File: src/rtl/cfm_pkg.sv
// ----------------------------------------------------------------------------
// cfm_pkg: shared types and constants
// Field widths, register indexes and pipeline types of the circle feather mask.
// ----------------------------------------------------------------------------
package cfm_pkg;

   localparam int COORD_W    = 21;
   localparam int RADIUS_W   = 20;
   localparam int DIFF_W     = COORD_W + 1;
   localparam int D2_W       = 2 * DIFF_W;
   localparam int SQ_W       = 2 * RADIUS_W;
   localparam int HALF_W     = SQ_W / 2;
   localparam int WIDE_W     = 2 * SQ_W;
   localparam int REM_W      = WIDE_W + 1;
   localparam int Q_W        = 16;
   localparam int MASK_W     = Q_W + 1;
   localparam int DIV_STAGES = Q_W;
   localparam int CSR_IDX_W  = 8;
   localparam int CSR_DATA_W = COORD_W;

   localparam logic [MASK_W-1:0] MASK_ONE = MASK_W'(1) << Q_W;

   localparam logic [CSR_IDX_W-1:0] CSR_CENTER_X     = 8'd0;
   localparam logic [CSR_IDX_W-1:0] CSR_CENTER_Y     = 8'd1;
   localparam logic [CSR_IDX_W-1:0] CSR_INNER_RADIUS = 8'd2;
   localparam logic [CSR_IDX_W-1:0] CSR_OUTER_RADIUS = 8'd3;

   typedef logic signed [COORD_W-1:0] coord_type;
   typedef logic [RADIUS_W-1:0]       radius_type;
   typedef logic [MASK_W-1:0]         mask_type;
   typedef logic [CSR_IDX_W-1:0]      csr_idx_type;
   typedef logic [CSR_DATA_W-1:0]     csr_data_type;

   // region of the squared distance, decided before the division
   typedef struct packed {
      logic core;
      logic band;
   } tag_type;

   // load enables of the two squarer stages
   typedef struct packed {
      logic pp;
      logic sum;
   } sqr_en_type;

endpackage

File: src/rtl/cfm_sqr.sv
// ----------------------------------------------------------------------------
// cfm_sqr: two-stage squarer
// Squares a 40-bit value from three 20x20 partial products, then one add.
// ----------------------------------------------------------------------------
module cfm_sqr (
   input  logic                          clock,
   input  cfm_pkg::sqr_en_type           en,
   input  logic [cfm_pkg::SQ_W-1:0]      a,
   output logic [cfm_pkg::WIDE_W-1:0]    sq
);

   logic [cfm_pkg::HALF_W-1:0] a_hi;
   logic [cfm_pkg::HALF_W-1:0] a_lo;
   logic [cfm_pkg::SQ_W-1:0]   hh_in;
   logic [cfm_pkg::SQ_W-1:0]   hl_in;
   logic [cfm_pkg::SQ_W-1:0]   ll_in;
   logic [cfm_pkg::SQ_W-1:0]   hh_ff;
   logic [cfm_pkg::SQ_W-1:0]   hl_ff;
   logic [cfm_pkg::SQ_W-1:0]   ll_ff;
   logic [cfm_pkg::WIDE_W-1:0] sq_in;
   logic [cfm_pkg::WIDE_W-1:0] sq_ff;

   assign a_hi  = a[cfm_pkg::SQ_W-1:cfm_pkg::HALF_W];
   assign a_lo  = a[cfm_pkg::HALF_W-1:0];
   assign hh_in = cfm_pkg::SQ_W'(a_hi) * cfm_pkg::SQ_W'(a_hi);
   assign hl_in = cfm_pkg::SQ_W'(a_hi) * cfm_pkg::SQ_W'(a_lo);
   assign ll_in = cfm_pkg::SQ_W'(a_lo) * cfm_pkg::SQ_W'(a_lo);

   // cross term counts twice: shift by one more than the half width
   assign sq_in = {hh_ff, ll_ff} + (cfm_pkg::WIDE_W'(hl_ff) << (cfm_pkg::HALF_W + 1));

   always_ff @(posedge clock) begin
      if (en.pp) begin
         hh_ff <= hh_in;
         hl_ff <= hl_in;
         ll_ff <= ll_in;
      end
      if (en.sum) begin
         sq_ff <= sq_in;
      end
   end

   assign sq = sq_ff;

endmodule

File: config.mk
export PLATFORM = sky130hd
export DESIGN_NAME = cfm_sqr
export DESIGN_NICKNAME = d
export VERILOG_FILES = /design/src/rtl/cfm_pkg.sv /design/src/rtl/cfm_sqr.sv
export SDC_FILE = /design/constraint.sdc
export NUM_CORES = 2
export LEC_CHECK = 0
export ABC_AREA = 1
export BUFFER_PORTS_ARGS = -buffer_cell sky130_fd_sc_hd__buf_2
export CORE_ASPECT_RATIO = 1.5
export CORE_MARGIN = 3
export CORE_UTILIZATION = 26
export CTS_CLUSTER_DIAMETER = 80
export CTS_CLUSTER_SIZE = 16
export DETAILED_ROUTE_END_ITERATION = 12
export HOLD_SLACK_MARGIN = 0.15
export PLACE_DENSITY_LB_ADDON = 0.2
export SKIP_CTS_REPAIR_TIMING = 1
export SYNTH_ARGS = -nofsm -noshare
export SYNTH_HDL_FRONTEND = slang
export SYNTH_SLANG_ARGS = --single-unit
File: constraint.sdc
create_clock -name clock -period 8.2 [get_ports clock]
set_clock_uncertainty 0.1 [all_clocks]
set_input_delay 0.82 -clock clock [delete_from_list [all_inputs] [get_ports clock]]
set_output_delay 0.82 -clock clock [all_outputs]
set_load 0.01 [all_outputs]
==> results.sh <==
export IMPL_synth_mux_area_fraction_pct=0
export IMPL_hold_path_class="flop to flop"
export IMPL_firstDrtPassIters=7
export IMPL_r2r_cells=11
export IMPL_multi_input_area_um2=35690
export IMPL_cpMaxStageDelayCell="buf_2"
export IMPL_synth_top_family_by_area="adder cells"
export IMPL_io_pins=123
export IMPL_wl_per_cell_um=16.64
export IMPL_ant_nets=0
export IMPL_finalHoldViolCount=0
export IMPL_yosysSeqAreaShare_pct=12.06
export IMPL_start_util_pct=26.24
export IMPL_synth_xor_area_share_pct=2.375
export IMPL_seqCellArea_um2=5916
export IMPL_synth_seq_cells=197
export IMPL_rsz0062_at_grt="no"
export IMPL_die_w_um=360.6
export IMPL_syn_to_final_growth_pct=8.919
export IMPL_clk_latency_ps=550
export IMPL_drc=0
export IMPL_holdCritStartpoint="ll_ff[9]"
export IMPL_clockBufferDepth=3
export IMPL_via_per_inst=4.268
export IMPL_drt_iter0_markers=1596
export IMPL_path_cells="buf_2 > buf_4 > nand2_1 > fa_1 > fa_1 > inv_1 > fa_1 > fa_1 > fa_1 > fa_1 > inv_1 > fa_1 > inv_1 > ha_1 > nand2_1 > nor2_1 > nand2_1 > nor2_1 > nand2_1 > nand3_1 > nand2_1 > nand3_1 > nand2_1"
export IMPL_core_rowCount=194
export IMPL_numPortBuffers=121
export IMPL_worstReg2RegStart="ll_ff[21]"
export IMPL_place_congestion=0.8613
export IMPL_crit_start="a[22]"
export IMPL_tns_ps=0
export IMPL_hold_path_cell_count=0
export IMPL_min_period_over_period_pct=84.50
export IMPL_nFillCells=20450
export IMPL_yosysWarnings=0
export IMPL_cts_root_buffer_cell="clkbuf_16"
export IMPL_syn_inst=6276
export IMPL_cp_start_kind="primary input"
export IMPL_slew_headroom_pct=24.09
export IMPL_slew_violations=0
export IMPL_hold_path_end="sq[9]"
export IMPL_syn_num_nets=7693
export IMPL_path_class="primary input to flop"
export IMPL_grt_util_all_layers_pct=15.56
export IMPL_cts_tree="done"
export IMPL_cpMostUsedCell="fa_1"
export IMPL_dieArea_um2=194000
export IMPL_grt_ovfl_total=0
export IMPL_die_h_um=537.9
export IMPL_grt_max_degree=55
export IMPL_drive_gt1_share_pct=4.780
export IMPL_yosys_cell_types_count=39
export IMPL_dp_hpwl_mm=124.3
export IMPL_worstPathMaxFanout=22
export IMPL_fmax_mhz=144.3
export IMPL_status="finished, final reports clean"
export IMPL_crit_path_end_kind="flop"
export IMPL_synth_adder_area_share_pct=48.48
export IMPL_synth_compound_area_share_pct=2.903
export IMPL_worstPathArrival_ps=7110
export IMPL_antenna_found_initial=16
export IMPL_crit_path_max_incr_delay_ps=640
export IMPL_cts_sinks=197
export IMPL_fin_crit_ps=6929
export IMPL_synth_simple_area_share_pct=19.01
export IMPL_worstPathRequired_ps=8380
export IMPL_clk_pin_slew_ps=80
export IMPL_numCtsBuffers=25
export IMPL_avgSynthCellArea_um2=7.815
export IMPL_drv_cap=0
export IMPL_netlist_area_um2=49050
export IMPL_grt_pass1_vias=42090
export IMPL_htree_levels=4
export IMPL_grt_pass1_wl_mm=235.1
export IMPL_routed_wl_mm=146.3
export IMPL_via_count=37530
export IMPL_setup_violations=0
export IMPL_core_area_um2=186900
export IMPL_ff2ff_setup_slack_ps=5400
export IMPL_worstReg2RegEnd="sq[65]"
export IMPL_nNetsFinal=7750
export IMPL_worst_pin_slew_ps=1139
[final cells by class]
cell class	count	area share (%)
diodes	6	0.02811
clock buffers	25	1.171
clock inverters	8	0.1312
inverters	1818	12.77
multi-input cells	4098	66.81
flip-flops and latches	197	11.07
well taps	2450	5.738
repair buffers	193	2.272
[metrics by stage]
stage | hold WS (ps) | util (%) | cell area (µm²) | setup WS (ps) | std cells
final | 306.2 | 28.58 | 53420 | 1271 | 8795
after global routing | 304.2 | 28.58 | 53410 | 926.9 | 8791
after CTS | 302.6 | 28.57 | 53410 | 1290 | 8789
after detailed placement | 305.2 | 28.20 | 52710 | 709.4 | 8756
after global placement | 301.4 | 28.20 | 52710 | 741.0 | 8756
after floorplan | 300.3 | - | 49050 | 1593 | 6276
[metal layers]
metal,share of wire (%),vias up,track usage [%]
li1,-,18290,-
met4,2.9,18,4.559
met2,53,584,29.81
met3,2.8,192,1.209
met1,41,18460,18.40
met5,0.083,-,0
[cell families after synthesis]
group                    after synthesis
AND/OR/NAND/NOR                     2335
buffers and inverters               1981
adder cells (fa/ha/maj)             1374
AO/OA/AOI/OAI                        255
flip-flops                           197
XOR/XNOR                             133
other                                  1
[cells in the mapped netlist]
master    number  area (µm²)
a21oi_1      135       675.7
clkbuf_1     103       386.6
o21ai_0       53       265.3
nand2_2       14       87.58
conb_1         1       3.750
nor4_1         2       12.51
a21boi_0       2       15.01
nand3b_1       8       60.06
nor2_2        23       143.9
nand2_1     1788        6711
o21ai_1        6       30.03
xnor2_1       32       280.3
inv_2         11       41.29
edfxtp_1     197        5916
o21a_1         2       15.01
and2_1         2       12.51
nand3b_2       1       11.26
nor3_2         6       60.06
nor3_4         1       16.27
o211ai_1       6       45.04
and3b_1        1       8.760
a21o_1        18       135.1
o21bai_1      21       157.7
nor3_1        36       180.2
fa_1         877       17560
buf_4          1       7.510
nand3_2        6       60.06
inv_1       1807        6783
nand3_1      139       695.7
and2_2         1       7.510
a31oi_1        8       50.05
ha_1         497        6218
nor2_4         5       56.30
buf_1         59       221.5
o21ai_2        4       35.03
or2_2          7       43.79
xor2_1       101       884.6
nand4_1       19       118.9
nor2_1       276        1036
[worst max-delay path by stage]
stage / endpoint / slack [ps] / cells after the start
after CTS: hl_ff[31] / 1290 / 23
final: hl_ff[31] / 1270 / 23
after global placement: hl_ff[31] / 740 / 23
after floorplan: hl_ff[37] / 1590 / 28
after detailed placement: hl_ff[37] / 710 / 24
after global routing: hl_ff[31] / 930 / 25
[cell usage in the layout (no fill, tap or decap), drive strengths merged, types with 32 or more instances in the layout]
cell	instances
nand2	1802
ha	497
edfxtp	197
o21ai	63
xnor2	32
xor2	101
nand3	145
fa	877
a21oi	135
nor3	43
nor2	304
buf	193
inv	1818
[worst max-delay path, delay by kind of cell]
kind	cells	cell delay, ps
buf+inv	5	1200
simple gates	10	1260
fa+ha+maj	8	3810
[registers in the layout, indices dropped and copies added (netlist names)]
| name | flops |
|---|---|
| hh_ff | 39 |
| hl_ff | 40 |
| sq | 79 |
| ll_ff | 39 |
Power is left out: the tool's default activity adds up to more than one toggle a clock period on the data nets, which glitch-free logic cannot reach.
